File: config.mk
export PLATFORM = sky130hd
export DESIGN_NAME = lews_ctrl
export DESIGN_NICKNAME = d
export VERILOG_FILES = /design/src/hdl/lews_pkg.sv /design/src/hdl/lews_ctrl.sv
export VERILOG_INCLUDE_DIRS = /design/src /design/src/hdl
export SDC_FILE = /design/constraint.sdc
export NUM_CORES = 1
export LEC_CHECK = 0
export BUFFER_PORTS_ARGS = -buffer_cell sky130_fd_sc_hd__buf_4
export CORE_AREA = 10 10 47 49
export CTS_BUF_LIST = sky130_fd_sc_hd__clkbuf_2 sky130_fd_sc_hd__clkbuf_4 sky130_fd_sc_hd__clkbuf_8
export CTS_CLUSTER_DIAMETER = 200
export DETAILED_ROUTE_END_ITERATION = 8
export DIE_AREA = 0 0 57 59
export GPL_ROUTABILITY_DRIVEN = 0
export SLEW_MARGIN = 20
export SYNTH_ARGS = -nofsm -noshare
export SYNTH_HDL_FRONTEND = slang
export SYNTH_SLANG_ARGS = --single-unit
File: constraint.sdc
create_clock -name clk_i -period 1.3 [get_ports clk_i]
set_clock_uncertainty 0.1 [all_clocks]
set_input_delay 0.13 -clock clk_i [delete_from_list [all_inputs] [get_ports clk_i]]
set_output_delay 0.13 -clock clk_i [all_outputs]
set_load 0.1 [all_outputs]
File: src/hdl/langevin_euler_window_step_unit_macros.svh
// assertion macros shared by the langevin euler window step unit modules
`ifndef LANGEVIN_EULER_WINDOW_STEP_UNIT_MACROS_SVH
`define LANGEVIN_EULER_WINDOW_STEP_UNIT_MACROS_SVH

// same-cycle implication, checked on every rising edge outside reset
`define LEWS_ASSERT_IMP(name, ante, cons, msg) \
  name: assert property (@(posedge clk_i) disable iff (!rst_ni) (ante) |-> (cons)) \
    else $error(msg);

// next-cycle implication, checked on every rising edge outside reset
`define LEWS_ASSERT_NXT(name, ante, cons, msg) \
  name: assert property (@(posedge clk_i) disable iff (!rst_ni) (ante) |=> (cons)) \
    else $error(msg);

`endif

File: src/hdl/lews_pkg.sv
// shared types and constants of the langevin euler window step unit
`default_nettype none

package lews_pkg;

  localparam int SUM_W  = 48;
  localparam int HALF_W = SUM_W / 2;
  localparam int Q_ONE  = 65536;

  // 0.1*sqrt(2) in q16.16, truncated
  localparam logic [13:0] NOISE_GAIN = 14'd9268;

  typedef enum logic [2:0] {
    CFG_STEP_SIZE      = 3'd0,
    CFG_STREAM_SPEED   = 3'd1,
    CFG_START_POSITION = 3'd2,
    CFG_START_VELOCITY = 3'd3,
    CFG_SHORT_LENGTH   = 3'd4,
    CFG_LONG_LENGTH    = 3'd5,
    CFG_SHORT_SCALE    = 3'd6,
    CFG_LONG_SCALE     = 3'd7
  } cfg_idx_e;

  typedef enum logic [2:0] {
    ST_IDLE,
    ST_MUL,
    ST_UPD,
    ST_MEAN,
    ST_FIN
  } state_e;

  typedef struct packed {
    logic        [16:0] step_size;
    logic signed [31:0] stream_speed;
    logic signed [31:0] start_position;
    logic signed [31:0] start_velocity;
    logic        [12:0] short_window_length;
    logic        [14:0] long_window_length;
    logic        [16:0] short_window_scale;
    logic        [16:0] long_window_scale;
  } cfg_t;

  localparam cfg_t CFG_RESET = '{
    step_size:           17'd328,
    stream_speed:        32'sd131072,
    start_position:      -32'sd249037,
    start_velocity:      -32'sd42992,
    short_window_length: 13'd4000,
    long_window_length:  15'd10000,
    short_window_scale:  17'd3277,
    long_window_scale:   17'd1311
  };

  typedef struct packed {
    logic signed [31:0] noise_sample;
    logic               restart;
  } in_t;

  typedef struct packed {
    logic signed [31:0] position;
    logic signed [31:0] velocity;
    logic signed [31:0] short_work_mean;
    logic signed [31:0] long_work_mean;
  } out_t;

  typedef struct packed {
    logic accept;
    logic mul;
    logic upd;
    logic mean;
    logic fin;
  } cmd_t;

endpackage

`default_nettype wire

File: src/hdl/lews_ctrl.sv
// step sequencer and output handshake for the langevin euler window step unit
`default_nettype none
`include "langevin_euler_window_step_unit_macros.svh"

module lews_ctrl (
  input  wire logic         clk_i,
  input  wire logic         rst_ni,
  input  wire logic         in_valid_i,
  output logic              in_ready_o,
  output logic              out_valid_o,
  input  wire logic         out_ready_i,
  output lews_pkg::cmd_t    cmd_o
);
  import lews_pkg::*;

  state_e state_q, state_d;
  logic   out_valid_q, out_valid_d;
  logic   out_free;

  assign out_free = !out_valid_q || out_ready_i;

  always_comb begin
    state_d = state_q;
    case (state_q)
      ST_IDLE: begin
        if (in_valid_i) state_d = ST_MUL;
      end
      ST_MUL:  state_d = ST_UPD;
      ST_UPD:  state_d = ST_MEAN;
      ST_MEAN: state_d = ST_FIN;
      ST_FIN: begin
        if (out_free) state_d = in_valid_i ? ST_MUL : ST_IDLE;
      end
      default: state_d = ST_IDLE;
    endcase
  end

  always_comb begin
    in_ready_o = 1'b0;
    cmd_o      = '0;
    case (state_q)
      ST_IDLE: in_ready_o = 1'b1;
      ST_MUL:  cmd_o.mul  = 1'b1;
      ST_UPD:  cmd_o.upd  = 1'b1;
      ST_MEAN: cmd_o.mean = 1'b1;
      ST_FIN: begin
        in_ready_o = out_free;
        cmd_o.fin  = out_free;
      end
      default: in_ready_o = 1'b0;
    endcase
    cmd_o.accept = in_valid_i && in_ready_o;
    if (cmd_o.fin) begin
      out_valid_d = 1'b1;
    end else if (out_ready_i) begin
      out_valid_d = 1'b0;
    end else begin
      out_valid_d = out_valid_q;
    end
  end

  always_ff @(posedge clk_i or negedge rst_ni) begin
    if (!rst_ni) begin
      state_q     <= ST_IDLE;
      out_valid_q <= 1'b0;
    end else begin
      state_q     <= state_d;
      out_valid_q <= out_valid_d;
    end
  end

  assign out_valid_o = out_valid_q;

  `LEWS_ASSERT_NXT(a_accept_starts_step, cmd_o.accept, state_q == ST_MUL,
    "accepted beat did not start the multiply step")
  `LEWS_ASSERT_IMP(a_result_from_fin, $rose(out_valid_q), $past(state_q) == ST_FIN,
    "result raised outside the final step")
  `LEWS_ASSERT_NXT(a_stall_holds_fin, state_q == ST_FIN && out_valid_q && !out_ready_i,
    state_q == ST_FIN && out_valid_q, "stalled result was dropped")

endmodule

`default_nettype wire

## Yosys cells after proc, flatten, opt, wreduce, memory -nomap -nowiden

Index checks and enable logic that the tools add are counted.

- Flip-flop bits (word level): 4
- Output and inout bits: 7

- Equality and inequality tests: 6
- Muxes and demuxes: 11
- Reduce and logical (&&, ||, !) cells: 6

Operators with widths:

| kind | number |
|---|---|
| 3-bit case mux with 5 select lines | 1 |
| 1-bit 2-to-1 mux | 7 |
| 3-bit by 2-bit equality test with 1-bit output (second input constant) | 2 |
| 3-bit 2-to-1 mux | 2 |
| 2-bit inequality test (second input constant) | 2 |
| 3-bit by 1-bit equality test with 1-bit output (second input constant) | 1 |
| 3-bit equality test (second input constant) | 1 |
| 3-bit zero test | 1 |
| 1-bit case mux with 2 select lines | 1 |
| 2-bit AND reduction | 1 |
| 2-bit nonzero test | 1 |
| 1-bit logical AND | 1 |
| 1-bit zero test | 1 |
| 1-bit logical OR | 1 |

## Longest topological paths before layout

- Depth in word-level cells: 4
- Mapped depth: 4
- Gate-level depth less buffers: 3

## Worst setup path after synthesis

No wires, ideal clock.

- Kind: register -> output
- From: reg out_valid_q, in the netlist out_valid_o
- To: out in_ready_o
- Data arrival time: 3247 ps
- Required time: 1070 ps
- Path slack: -2177 ps
- Cell stages (with the launch flop): 3
- Path buffers: 0
- Path through: dfrtp_1 nor2b_1 a21boi_0

- Longest elaborated chain between the ends: 3

Ends and longest elaborated chain:

| element | line | text |
|---|---|---|
| start, declared | lews_ctrl.sv:17 | `logic out_valid_q, out_valid_d;` |
| start signal, assigned | lews_ctrl.sv:68 | `out_valid_q <= out_valid_d;` |
| 1-bit zero test | lews_ctrl.sv:20 | `assign out_free = !out_valid_q \|\| out_ready_i;` |
| 1-bit logical OR | lews_ctrl.sv:20 |  |
| 1-bit case mux with 2 select lines | lews_ctrl.sv:41 | `case (state_q)` |
| end, declared | lews_ctrl.sv:9 | `output logic in_ready_o,` |

No other way between the ends.

==> results.sh <==
export IMPL_status="complete, but fails checks"
export IMPL_violations="negative setup slack"
export IMPL_synth_cell_type_count=14
export IMPL_rr_endpoint="state_q[0]$_DFFE_PN0P_"
export IMPL_rsz0062_at_grt="yes"
export IMPL_grt_pass1_vias=294
export IMPL_clock_fmax_mhz=683.7
export IMPL_worst_setup_path_start_kind="flip-flop"
export IMPL_htreeDepth=1
export IMPL_rr_startpoint="out_valid_o$_DFFE_PN0P_"
export IMPL_dpl_hpwl_um=513.8
export IMPL_setup_viol=6
export IMPL_worstMarginPinSlew_ps=214.9
export IMPL_drive_gt1_frac=0.7209
export IMPL_yosysWarnings=0
export IMPL_syn_area_um2=211.5
export IMPL_critPathRequiredTime_ps=1070
export IMPL_path_buf_inv=1
export IMPL_port_buffers=10
export IMPL_dieWidth_um=57
export IMPL_clock_latency_ps=230
export IMPL_synth_adder_area_share=0
export IMPL_clockBufferDepth=2
export IMPL_num_antenna_cells=0
export IMPL_nets=48
export IMPL_synthMuxAreaShare=0
export IMPL_fin_crit_ps=1463
export IMPL_die_height_um=59
export IMPL_hold_violations=0
export IMPL_vias_per_cell=4.017
export IMPL_regArea_um2=105.1
export IMPL_cp_arrival_ps=1230
export IMPL_post_route_util=0.3946
export IMPL_finalMaxSlewViolations=0
export IMPL_holdWs_ps=88.06
export IMPL_drc=0
export IMPL_cts_sinks=4
export IMPL_rrSetupSlack_ps=180
export IMPL_io_pins=11
export IMPL_yosysSeqAreaShare=0.4734
export IMPL_critPathMaxStageDelay_ps=470
export IMPL_critPathKind="reg2out"
export IMPL_avgSynthCellArea_um2=9.194
export IMPL_wl_met1_um=252
export IMPL_clk_pin_slew_ps=40
export IMPL_cp_cell_sequence="and3b_4 -> buf_12"
export IMPL_grt_usage=0.04715
export IMPL_synth_compound_area_frac=0.1302
export IMPL_cp_max_fo=7
export IMPL_start_util=0.1509
export IMPL_min_period_over_period=1.125
export IMPL_wl_met3_um=45
export IMPL_drv_cap=0
export IMPL_synth_common_cells="dfrtp_1 (4), nor2_1 (4), nand2_1 (3)"
export IMPL_antenna_found_initial=0
export IMPL_whs_endpoint="out_valid_o$_DFFE_PN0P_"
export IMPL_synth_simple_area_share=0.3195
export IMPL_synth_top_flop_cell="dfrtp_1"
export IMPL_dr_wl_met2_um=347
export IMPL_dieArea_um2=3363
export IMPL_path_depth=2
export IMPL_syn_to_final_growth_pct=161.5
export IMPL_slew_limit_headroom=0.8565
export IMPL_yosysTopAreaCellShare=0.4734
export IMPL_hold_path_class="in2reg"
export IMPL_grt_max_degree=8
export IMPL_highest_layer="met3"
export IMPL_syn_nets=27
export IMPL_vias=237
export IMPL_hold_depth=3
export IMPL_drt_iter0_markers=0
export IMPL_r2r_worst_path_cells=3
export IMPL_placementRows=14
export IMPL_cts_tree="done"
export IMPL_n_fill_cell=147
export IMPL_gr_total_overflow=0
export IMPL_synth_async_reset_ratio=1.000
export IMPL_synth_top_area_cell="dfrtp_1"
export IMPL_drt_total_wl_um=646
export IMPL_cts_root_buf="clkbuf_4"
export IMPL_syn_instance_count=23
export IMPL_critPathSlowestCell="dfrtp_2"
export IMPL_endpoint_kind="output pin"
export IMPL_synth_top_family_by_area="simple AND/OR/NAND/NOR gates"
export IMPL_grt_pass1_wl_um=1255
export IMPL_hold_start="out_ready_i"
export IMPL_fin_ws_ps=-162.6
export IMPL_multi_input_area_um2=177.7
export IMPL_drtAntennaViolNets=0
export IMPL_synthXorXnorAreaFrac=0.04142
export IMPL_drtPass1Iterations=1
export IMPL_avgRoutedWirePerCell_um=10.95
export IMPL_cp_top_family="flip-flops"
export IMPL_synth_edf_count=0
export IMPL_synth_area_leaders="dfrtp_1 (47%), nor2_1 (7.1%), nor3b_1 (7.1%)"
export IMPL_cts_buffers=3
export IMPL_core_um2=1401
export IMPL_ys_seq_elements=4
final cells by class:
| class | instances | share of cell area |
|---|---|---|
| repair buffers | 17 | 0.3982 |
| multi-input cells | 18 | 0.3213 |
| flip-flops and latches | 4 | 0.1900 |
| clock buffers | 4 | 0.05430 |
| well taps | 16 | 0.03620 |
timing repair:
| action | in CTS | in global routing |
|---|---|---|
| gates resized for setup | 25 | 2 |
| hold buffers | 1 | 0 |
| setup endpoints to repair | 6 | 6 |
| pin swaps | 2 | 3 |
| setup buffers | 2 | 0 |
| endpoints found under the hold margin | 4 | 0 |
worst min-delay path, cell delays in order:
cell and delay, ps:
buf_4 100, nand2b_1 110, nand2_1 50
registers in the layout, indices dropped and copies added, names as in the netlist:
name,flops
state_q,3
out_valid_o,1
routing by layer:
layer | GRT usage | up-vias
met5 | 0 | -
met4 | 0.04027 | 0
met3 | 0.01931 | 0
met2 | 0.07597 | 7
met1 | 0.04643 | 114
li1 | - | 116
cell usage in the layout, fill, tap and decap left out:
cell,n
a21oi_4,1
and3b_4,1
a21boi_4,1
nor2_1,2
o21bai_1,1
nor2_4,2
nand2_1,2
o21a_1,1
clkbuf_4,4
dfrtp_1,2
buf_6,4
nor2b_4,1
dfrtp_4,1
xnor2_1,1
dlygate4sd3_1,1
buf_12,6
nor3_1,1
nand2b_1,1
dfrtp_2,1
nor3b_4,2
nand2_2,1
buf_4,6
how the worst max path moves through the flow:
stage,startpoint,to,slack [ps]
floorplan,out_valid_o$_DFFE_PN0P_,in_ready_o,-310
global placement,state_q[2]$_DFFE_PN0P_,in_ready_o,3
detailed placement,state_q[1]$_DFFE_PN0P_,cmd_o[4],-20
CTS,state_q[2]$_DFFE_PN0P_,cmd_o[1],-170
global route,state_q[2]$_DFFE_PN0P_,cmd_o[1],-190
finish,state_q[2]$_DFFE_PN0P_,cmd_o[1],-160
metrics by stage:
step / area (um2) / setup TNS (ps) / std cells / setup slack (ps)
CTS: 545.5 / -910.0 / 59 / -174.9
floorplan: 276.5 / -1316 / 23 / -313.3
finish: 553.0 / -813.3 / 59 / -162.6
global placement: 390.4 / 0 / 52 / 2.547
global route: 553.0 / -1115 / 59 / -192.2
detailed placement: 390.4 / -23.08 / 52 / -18.21
logic make-up (layout without fill, tap and decap cells):
group	after synthesis	in the layout
AND/OR/NAND/NOR	13	13
XOR/XNOR	1	1
flip-flops	4	4
AO/OA/AOI/OAI	4	4
buffers and inverters	1	21
Power is not shown: default switching activity piles up to over one toggle a cycle in this logic, so the estimate is an artifact.
